`src/dtc_ram.sv`:
```
// Generic single-write, single-read RAM with registered read data.
`timescale 1ns / 1ps
module dtc_ram #(
  parameter int WIDTH = 8,
  parameter int DEPTH = 16
) (
  input  logic                     clk_i,
  input  logic                     we_i,
  input  logic [$clog2(DEPTH)-1:0] waddr_i,
  input  logic [WIDTH-1:0]         wdata_i,
  input  logic                     re_i,
  input  logic [$clog2(DEPTH)-1:0] raddr_i,
  output logic [WIDTH-1:0]         rdata_o
);

  logic [WIDTH-1:0] mem_q [DEPTH];
  logic [WIDTH-1:0] rdata_q;

  always_ff @(posedge clk_i) begin
    if (we_i) begin
      mem_q[waddr_i] <= wdata_i;
    end
    if (re_i) begin
      rdata_q <= mem_q[raddr_i];
    end
  end

  assign rdata_o = rdata_q;

endmodule

```
`config.mk`:
```
export PLATFORM = sky130hd
export DESIGN_NAME = dtc_ram
export DESIGN_NICKNAME = d
export VERILOG_FILES = /design/src/dtc_ram.sv
export SDC_FILE = /design/constraint.sdc
export NUM_CORES = 1
export LEC_CHECK = 0
export ABC_AREA = 1
export BUFFER_PORTS_ARGS = -buffer_cell sky130_fd_sc_hd__clkbuf_2
export CORE_ASPECT_RATIO = 0.8
export CORE_MARGIN = 1.5
export CORE_UTILIZATION = 36
export CTS_CLUSTER_DIAMETER = 40
export CTS_CLUSTER_SIZE = 8
export DETAILED_ROUTE_END_ITERATION = 16
export SLEW_MARGIN = 20
export SYNTH_ARGS = -nofsm -noshare
export SYNTH_HDL_FRONTEND = slang
export SYNTH_SLANG_ARGS = --single-unit
export TNS_END_PERCENT = 10
```
`constraint.sdc`:
```
create_clock -name clk_i -period 1 [get_ports clk_i]
set_input_delay 0.1 -clock clk_i [delete_from_list [all_inputs] [get_ports clk_i]]
set_output_delay 0.1 -clock clk_i [all_outputs]
set_load 0.005 [all_outputs]
```
# After elaboration in Yosys (flattened, before gate mapping)
# Memory sizes are Yosys's and may differ from the RTL's. A register that Yosys moved wholly into a read port is not among the register bits.
# Index checks and enable logic that the tools add are counted.
[op_classes]
n_addsub = 0
shifts = 0
n_mul = 0
n_mux = 2
reduce_logical = 0
n_bitwise = 0
magnitude_cmp = 0
eq_ne = 0
div_mod_pow = 0
[op_table]
columns = ["op", "count"]
rows = [
  ["2-to-1 mux 1 bit", 2],
]
[totals]
word_cells = 3
latch_bits = 0
romBits = 0
mem_bits_rw = 128
n_memories = 1
register_bits = 0
[mem_list]
columns = ["name", "words", "width", "read_ports", "rd_clocked_by_memory_dff", "wr", "line", "rtl"]
rows = [
  ["mem_q", 16, 8, 1, 1, 1, "16", "logic [WIDTH-1:0] mem_q [DEPTH];"],
]

# Logic depth before layout (Yosys ltp)
# Gate-level depths: netlist of the first run.
[depth]
ltp_word = 2
depth_mapped = 8
ltp_nobuf = 7

# Least setup slack after synthesis of the first run
# No wires, ideal clock.
[synth_timing]
path_type = "input port to flip-flop"
start = "in waddr_i[3]"
end = "mem mem_q[4][0] (enable)"
slack_ps = -51
required_time_ps = 630
cell_stages = 2
arrival_time_ps = 681
path_buffers = 0
cell_sequence = "nand3b_1 > nor2_1"
[synth_lines]
columns = ["element", "line", "rtl"]
rows = [
  ["start, declared", "9", "input logic [$clog2(DEPTH)-1:0] waddr_i,"],
  ["end, declared", "16", ""],
]
# No word-level cell before the write port.

==> results.sh, run 1 <==
export IMPL_synth_warnings=0
export IMPL_path_class="reg2reg"
export IMPL_status="complete, but fails checks"
export IMPL_yosysTopAreaCellShare=0.698
export IMPL_synthCells=551
export IMPL_num_fill_cells=1460
export IMPL_power_density_nw_per_um2=1820
export IMPL_layout_setup_ws_ps=-91.7
export IMPL_wl_per_cell_microns=16.5
export IMPL_overflow=0
export IMPL_dieArea_sq_um=17000
export IMPL_grt_max_degree=44
export IMPL_critPathMaxFanout=1
export IMPL_path_clk_slew_ps=50
export IMPL_drive_above_1_share=0.186
export IMPL_post_cts_repair_setup_buffers=0
export IMPL_ctsHoldBuffers=0
export IMPL_start_kind="flip-flop"
export IMPL_drtAntennaViolNets=0
export IMPL_dp_cells=796
export IMPL_avgSynthCellArea_sq_um=10.6
export IMPL_ios=27
export IMPL_drv_cap=0
export IMPL_cts_buffers=17
export IMPL_synth_edf_count=136
export IMPL_dr_total_vias=3873
export IMPL_syn_to_final_growth_pct=20.8
export IMPL_synth_area_leaders="edfxtp_1 (70%), nand2_1 (11%), nand3_1 (8.3%), inv_1 (6.4%), buf_6 (1.2%)"
export IMPL_synth_seq_area_share=0.698
export IMPL_synth_area_sq_um=5850
export IMPL_grt_pass1_wl_microns=21200
export IMPL_violations="negative setup slack"
export IMPL_h_tree_depth=4
export IMPL_grt_pass1_vias=3734
export IMPL_rows=41
export IMPL_critPathCaptureType="flip-flop"
export IMPL_min_delay_path_class="in2reg"
export IMPL_final_util=0.445
export IMPL_slew_headroom=0.697
export IMPL_tightest_slew_ps=455
export IMPL_critical_path_required_ps=1160
export IMPL_period_minus_slack_ps=1090
export IMPL_ys_types=11
export IMPL_ys_ff_latch=136
export IMPL_clockRootBuffer="clkbuf_16"
export IMPL_synth_common_cells="nand2_1 (173), edfxtp_1 (136), inv_1 (100)"
export IMPL_start_util=0.369
export IMPL_dr_pass1_iters=5
export IMPL_instances_no_fill=827
export IMPL_drc_errors=0
export IMPL_ir_drop_mv=1.37
export IMPL_synth_top_cell_by_area="edfxtp_1"
export IMPL_die_y_microns=117
export IMPL_port_buffers=26
export IMPL_worstSkewPairLatency_ps=410
export IMPL_cts_sinks=136
export IMPL_vias_per_cell=4.68
export IMPL_rsz0062_at_grt="yes"
export IMPL_dpl_hpwl_microns=8410
export IMPL_setup_violations=13
export IMPL_cts_tree="built"
export IMPL_fmax_ghz=0.916
export IMPL_slew_viol_final=0
export IMPL_nets=619
export IMPL_ys_flop_type="edfxtp_1"
export IMPL_yosysMostFrequentCell="nand2_1"
export IMPL_wl_microns=13700
export IMPL_power_leakage_nw=3.02
export IMPL_synthArstFlopShare=0
export IMPL_cts_buffer_depth=2
export IMPL_hold_viol_final=0
export IMPL_drt_initial_drc_count=369
export IMPL_grtUsageTotal=0.170
export IMPL_fin_crit_sh=1.09
export IMPL_synthesis_nets=570
export IMPL_antenna_found_initial=0
export IMPL_critPathArrivalTime_ps=1250
export IMPL_insertedDiodeCount=0
export IMPL_gp_congestion=0.823
export IMPL_fp_dieW_microns=145
export IMPL_core_sq_um=15900
export IMPL_finalClockSkew_ps=4.36
## routing by layer
metal / wire length, microns / up-vias / track usage / part of all wire
li1: - / 1883 / - / -
met1: 6710 / 1877 / 0.248 / 0.49
met2: 6080 / 97 / 0.246 / 0.44
met3: 698 / 16 / 0.0411 / 0.051
met4: 191 / 0 / 0.0626 / 0.014
met5: 0 / - / 0 / 0
## power by group
group	switching [mW]	internal (mW)	total, mW	leakage, nW
sequential	0.0342	6.43	6.46	1.24
clock	2.10	3.35	5.46	0.244
combinational	0.609	0.294	0.903	1.54
total	2.75	10.1	12.8	3.02
## registers in the layout, indices dropped and copies added (netlist names)
name     cells
mem_q      128
rdata_o      8
## final timing paths
path / start / endpoint / slack (ps) / cells after the start
worst min register to register: mem_q[12][2] / rdata_o[2] / 750 / 6
worst max-delay path: mem_q[2][5] / rdata_o[5] / -90 / 6
worst min-delay path: re_i / rdata_o[1] / 80 / 1
worst max register to register: mem_q[2][5] / rdata_o[5] / -90 / 6
## layout make-up
cell class	instances	area, sq um	share of cell area
clock buffers	24	452	0.0640
clock inverters	7	53.8	0.00762
inverters	102	383	0.0542
multi-input cells	289	1390	0.197
flip-flops and latches	136	4080	0.578
well taps	215	269	0.0381
repair buffers	54	428	0.0606
## per-stage QoR
step           power, mW  hold WS [ps]  TNS [ps]  setup WS [ps]  instance area [sq um]
2_1_floorplan       7.02           199     -3880          -50.8                   5850
3_3_place_gp        7.40           499     -7050           -302                   6380
3_5_place_dp        7.41           500     -9560           -308                   6380
4_1_cts             12.9          74.2      -711          -84.4                   6990
5_1_grt             13.2          72.3     -1360           -154                   7060
6_report            12.8          82.9      -666          -91.7                   7060
## layout by cell type, fill, tap and decap left out
| cell | Yosys | routed |
|---|---|---|
| clkinv_2 | 0 | 1 |
| nand3b_1 | 2 | 2 |
| buf_4 | 4 | 21 |
| clkbuf_16 | 0 | 17 |
| nand3_2 | 0 | 29 |
| edfxtp_1 | 136 | 136 |
| buf_2 | 13 | 1 |
| inv_2 | 2 | 3 |
| clkbuf_1 | 0 | 7 |
| nand2_1 | 173 | 165 |
| bufinv_16 | 0 | 1 |
| clkbuf_2 | 0 | 25 |
| inv_1 | 100 | 99 |
| nor2_1 | 17 | 17 |
| nand2_2 | 0 | 8 |
| nand3_1 | 97 | 67 |
| clkinv_1 | 0 | 5 |
| buf_12 | 0 | 7 |
| nand3_4 | 0 | 1 |
## what timing repair did
item                                    4_1_cts  5_1_grt
pin swaps                                    10       13
endpoints found under the setup margin       14       16
endpoints found under the hold margin         0        0
resized for setup                            22       19
## kinds of logic (layout without fill, tap and decap cells)
family                 count (synthesis)  in the layout  share of synthesized area
AND/OR/NAND/NOR                      289            289                      0.208
buffers and inverters                126            187                     0.0939
flip-flops                           136            136                      0.698
## worst max-delay path, stage by stage, from the launching register on
cell      delay, ps
edfxtp_1        390
nand2_2          80
nand2_2          70
nand2_2          70
nand3_2         100
nand3_2          80
nand2_1          50
No activity file was read; power rests on OpenSTA's default activity.
==> run 2: changes to the inputs <==
--- a/config.mk
+++ b/config.mk
@@ -7,12 +7,12 @@
 export LEC_CHECK = 0
 export ABC_AREA = 1
 export BUFFER_PORTS_ARGS = -buffer_cell sky130_fd_sc_hd__clkbuf_2
-export CORE_ASPECT_RATIO = 0.8
 export CORE_MARGIN = 1.5
 export CORE_UTILIZATION = 36
 export CTS_CLUSTER_DIAMETER = 40
 export CTS_CLUSTER_SIZE = 8
 export DETAILED_ROUTE_END_ITERATION = 16
+export SKIP_LAST_GASP = 1
 export SLEW_MARGIN = 20
 export SYNTH_ARGS = -nofsm -noshare
 export SYNTH_HDL_FRONTEND = slang
==> constraint.sdc (replaced) <==
create_clock -name clk_i -period 1.12 [get_ports clk_i]
set_input_delay 0.112 -clock clk_i [delete_from_list [all_inputs] [get_ports clk_i]]
set_output_delay 0.112 -clock clk_i [all_outputs]
set_load 0.005 [all_outputs]
==> results.sh, run 2 (synthesis results as in run 1) <==
export IMPL_hold_viol_final=0
export IMPL_comb_power_share=0.066
export IMPL_cts_buffer_depth=2
export IMPL_dp_cells=801
export IMPL_dpl_hpwl_microns=8990
export IMPL_path_class="reg2out"
export IMPL_power_density_nw_per_um2=1660
export IMPL_start_kind="flip-flop"
export IMPL_dr_total_vias=3897
export IMPL_wl_per_cell_microns=16.7
export IMPL_rows=46
export IMPL_path_depth=1
export IMPL_crit_family="flip-flops"
export IMPL_h_tree_depth=4
export IMPL_worstSkewPairLatency_ps=420
export IMPL_whs_path_depth=1
export IMPL_setup_violations=4
export IMPL_power_leakage_nw=3.01
export IMPL_drv_cap=0
export IMPL_ctsHoldBuffers=0
export IMPL_max_stage_delay_ps=460
export IMPL_dr_pass1_iters=5
export IMPL_min_delay_path_class="in2reg"
export IMPL_instances_no_fill=833
export IMPL_switching_share=0.224
export IMPL_tightest_slew_ps=423
export IMPL_vias_per_cell=4.68
export IMPL_mostFrequentLayoutCells="nand2_1 (173), edfxtp_1 (136), inv_1 (100)"
export IMPL_core_sq_um=15900
export IMPL_critPathArrivalTime_ps=1040
export IMPL_port_buffers=26
export IMPL_start_util=0.368
export IMPL_dieArea_sq_um=17000
export IMPL_finalClockSkew_ps=4.12
export IMPL_period_minus_slack_ps=1150
export IMPL_timing_critical_path_cells="clkbuf_2"
export IMPL_tns_ps=-90.0
export IMPL_die_y_microns=130
export IMPL_slew_headroom=0.718
export IMPL_critPathCaptureType="primary output"
export IMPL_final_util=0.439
export IMPL_wl_microns=13900
export IMPL_status="complete, but fails checks"
export IMPL_post_cts_repair_setup_buffers=0
export IMPL_seqPwrFrac=0.499
export IMPL_reg2reg_depth=6
export IMPL_slowest_stage="edfxtp_1"
export IMPL_clkPwrFrac=0.435
export IMPL_ios=27
export IMPL_slew_viol_final=0
export IMPL_critical_path_required_ps=1010
export IMPL_fp_dieW_microns=130
export IMPL_power_total_mw=11.6
export IMPL_cts_sinks=136
export IMPL_drt_initial_drc_count=425
export IMPL_path_buf_inv=1
export IMPL_grtUsageTotal=0.180
export IMPL_pre_cts_ws_ps=-192
export IMPL_grt_max_degree=28
export IMPL_syn_to_final_growth_pct=19.4
export IMPL_drtAntennaViolNets=0
export IMPL_antenna_found_initial=0
export IMPL_cts_tree="built"
export IMPL_fin_crit_sh=1.03
export IMPL_drive_above_1_share=0.160
export IMPL_clockRootBuffer="clkbuf_16"
export IMPL_design_area_sq_um=6980
export IMPL_gp_congestion=0.892
export IMPL_grt_pass1_vias=3885
export IMPL_regMostFlops="mem_q"
export IMPL_insertedDiodeCount=0
export IMPL_cts_buffers=17
export IMPL_critPathMaxFanout=1
export IMPL_dpl_cell_area_sq_um=6400
export IMPL_largest_reg_flops=128
export IMPL_grt_pass1_wl_microns=21400
export IMPL_ir_drop_mv=1.03
export IMPL_fmax_ghz=0.868
export IMPL_path_clk_slew_ps=60
export IMPL_violations="negative setup slack"
export IMPL_fin_hold_ws_ps=101
export IMPL_nets=623
export IMPL_rsz0062_at_grt="yes"
export IMPL_intPower_mw=8.99
export IMPL_overflow=0
export IMPL_power_switching_mw=2.60
export IMPL_layout_setup_ws_ps=-32.4
export IMPL_final_common_cell="nand2_1"
export IMPL_drc_errors=0
==> run 2: cell count changes in the layout (fill, tap and decap cells not counted), sizes merged <==
cell and delta:
buf +3, clkinvlp +3, clkinv +5, clkbuf -6
==> run 2: layout make-up <==
class	count	area, sq um
Fill cell	1508	8910
Tap cell	216	270
Clock inverter	15	113
Sequential cell	136	4080
Multi-Input combinational cell	289	1260
Inverter	102	383
Clock buffer	17	425
Timing Repair Buffer	58	445
==> run 2: final timing paths <==
path | startpoint | to | slack [ps]
worst max-delay path | rdata_o[4] | rdata_o[4] | -30
worst min-delay path | re_i | rdata_o[5] | 100
worst max register to register | mem_q[15][1] | rdata_o[1] | 10
worst min register to register | mem_q[13][5] | rdata_o[5] | 760
==> run 2: power groups by stage <==
stage | Sequential, mW | Combinational, mW | Clock, mW
6_report | 5.78 | 0.759 | 5.04
2_1_floorplan | 5.87 | 0.402 | 0
3_5_place_dp | 5.89 | 0.748 | 0
4_1_cts | 5.78 | 0.753 | 5.13
3_3_place_gp | 5.88 | 0.736 | 0
5_1_grt | 5.79 | 0.847 | 5.37
==> run 2: routing by layer <==
layer,GRT usage,routed length (microns),up-vias,part of all wire
met4,0.0750,301,0,0.022
met1,0.236,5960,1857,0.43
met2,0.285,6620,126,0.48
met3,0.0485,1030,23,0.074
li1,-,-,1891,-
met5,0,0,-,0
==> run 2: what timing repair did <==
item / CTS / global route
setup endpoints to repair: 7 / 13
gates resized for setup: 1 / 8
pin swaps: 0 / 1
cloned: 0 / 0
==> run 3: changes to the inputs <==
--- a/config.mk
+++ b/config.mk
@@ -8,10 +8,11 @@
 export ABC_AREA = 1
 export BUFFER_PORTS_ARGS = -buffer_cell sky130_fd_sc_hd__clkbuf_2
 export CORE_MARGIN = 1.5
-export CORE_UTILIZATION = 36
+export CORE_UTILIZATION = 61
 export CTS_CLUSTER_DIAMETER = 40
 export CTS_CLUSTER_SIZE = 8
 export DETAILED_ROUTE_END_ITERATION = 16
+export PLACE_DENSITY = 0.79
 export SKIP_LAST_GASP = 1
 export SLEW_MARGIN = 20
 export SYNTH_ARGS = -nofsm -noshare
==> results.sh, run 3 (synthesis results as in run 1) <==
export IMPL_cts_sinks=136
export IMPL_grt_pass1_vias=4107
export IMPL_rows=35
export IMPL_intPower_mw=9.58
export IMPL_drive_above_1_share=0.142
export IMPL_worstSkewPairLatency_ps=510
export IMPL_antenna_found_initial=0
export IMPL_switching_share=0.210
export IMPL_grt_use_met2=0.450
export IMPL_wl_microns=13600
export IMPL_rsz0062_at_grt="yes"
export IMPL_status="complete, but fails checks"
export IMPL_seqPwrFrac=0.476
export IMPL_port_buffers=26
export IMPL_syn_to_final_growth_pct=17.8
export IMPL_dp_cells=709
export IMPL_dr_pass1_iters=5
export IMPL_path_clk_slew_ps=60
export IMPL_met3_usage=0.0825
export IMPL_dpl_hpwl_microns=7810
export IMPL_finalClockSkew_ps=7.43
export IMPL_hold_viol_final=0
export IMPL_overflow=0
export IMPL_layout_setup_ws_ps=-38.7
export IMPL_wl_per_cell_microns=18.3
export IMPL_slew_viol_final=0
export IMPL_slew_headroom=0.591
export IMPL_period_minus_slack_ps=1160
export IMPL_start_kind="flip-flop"
export IMPL_cts_buffer_depth=2
export IMPL_nets=620
export IMPL_gp_congestion=0.833
export IMPL_tightest_slew_ps=612
export IMPL_busiest_layer="met2"
export IMPL_cts_buffers=17
export IMPL_largest_reg_flops=128
export IMPL_use_met1=0.403
export IMPL_power_leakage_nw=3.01
export IMPL_drc_errors=0
export IMPL_drtAntennaViolNets=0
export IMPL_cts_tree="built"
export IMPL_power_switching_mw=2.55
export IMPL_fp_dieW_microns=101
export IMPL_die_y_microns=101
export IMPL_start_util=0.630
export IMPL_critPathArrivalTime_ps=1410
export IMPL_pre_cts_ws_ps=-181
export IMPL_insertedDiodeCount=0
export IMPL_core_sq_um=9280
export IMPL_ios=27
export IMPL_regMostFlops="mem_q"
export IMPL_clockRootBuffer="clkbuf_8"
export IMPL_drt_initial_drc_count=539
export IMPL_dr_total_vias=4070
export IMPL_mostFrequentLayoutCells="nand2_1 (173), edfxtp_1 (136), inv_1 (100)"
export IMPL_path_class="reg2reg"
export IMPL_drv_cap=0
export IMPL_violations="negative setup slack"
export IMPL_setup_violations=10
export IMPL_ir_drop_mv=1.14
export IMPL_min_delay_path_class="in2reg"
export IMPL_vias_per_cell=5.48
export IMPL_comb_power_share=0.062
export IMPL_critical_path_required_ps=1370
export IMPL_clkPwrFrac=0.462
export IMPL_post_cts_repair_setup_buffers=0
export IMPL_final_common_cell="nand2_1"
export IMPL_h_tree_depth=4
export IMPL_grt_pass1_wl_microns=21800
export IMPL_instances_no_fill=743
export IMPL_critPathMaxFanout=1
export IMPL_grtUsageTotal=0.296
export IMPL_power_density_nw_per_um2=1760
export IMPL_fin_crit_sh=1.03
export IMPL_critPathCaptureType="flip-flop"
export IMPL_dieArea_sq_um=10200
export IMPL_grt_max_degree=55
export IMPL_fmax_ghz=0.863
-- run 3: changes by cell type in the layout (fill, tap and decap cells not counted), sizes merged --
cell / delta
buf: -5
bufinv: +3
clkbuf: +2
clkinv: -2
clkinvlp: -3
dlygate4sd3: +2
-- run 3: critical path: stages, from the launching register on --
cell,delay (ps)
edfxtp_1,400
inv_1,80
nand2_1,60
nand3_1,70
nand3_1,100
nand3_1,130
nand2_1,80
-- run 3: area by class of cell --
| class | count | area, sq um |
|---|---|---|
| inverters | 102 | 383 |
| well taps | 129 | 161 |
| repair buffers | 55 | 428 |
| multi-input cells | 289 | 1230 |
| clock buffers | 19 | 422 |
| fillers | 608 | 2400 |
| flip-flops and latches | 136 | 4080 |
| clock inverters | 13 | 179 |
-- run 3: worst paths after layout --
path	from	end	slack (ps)	cells past startpoint
setup / recovery	mem_q[0][0]	rdata_o[0]	-40	6
hold / removal	wdata_i[7]	mem_q[9][7]	90	1
setup reg to reg	mem_q[0][0]	rdata_o[0]	-40	6
hold reg to reg	mem_q[12][5]	rdata_o[5]	760	6
-- run 3: power groups by stage --
| stage | registers (mW) | clock network (mW) | logic (mW) |
|---|---|---|---|
| after floorplan | 5.87 | 0 | 0.402 |
| after global placement | 5.87 | 0 | 0.696 |
| after detailed placement | 5.87 | 0 | 0.715 |
| after CTS | 5.77 | 5.66 | 0.738 |
| after global routing | 5.78 | 5.85 | 0.820 |
| final | 5.77 | 5.60 | 0.755 |
-- run 3: per-layer routing --
layer / vias up / wire length [microns] / share of wire
li1: 1887 / - / -
met1: 1869 / 5230 / 0.38
met2: 273 / 6300 / 0.46
met3: 41 / 1580 / 0.12
met4: 0 / 490 / 0.036
met5: - / 0 / 0
-- run 3: stage by stage --
step	setup TNS (ps)	instance area (sq um)	utilization	power (mW)	hold slack (ps)
floorplan	0	5850	-	6.27	211
global placement	-1050	6250	0.673	6.57	509
detailed placement	-1400	6250	0.673	6.59	509
CTS	-311	6870	0.740	12.2	77.5
global route	-854	6890	0.742	12.4	90.9
finish	-235	6890	0.742	12.1	88.7
-- run 3: timing repair --
| action | 4_1_cts | 5_1_grt |
|---|---|---|
| setup endpoints to repair | 9 | 16 |
| hold buffers | 2 | 0 |
| gates resized for setup | 0 | 3 |
| endpoints found under the hold margin | 9 | 0 |
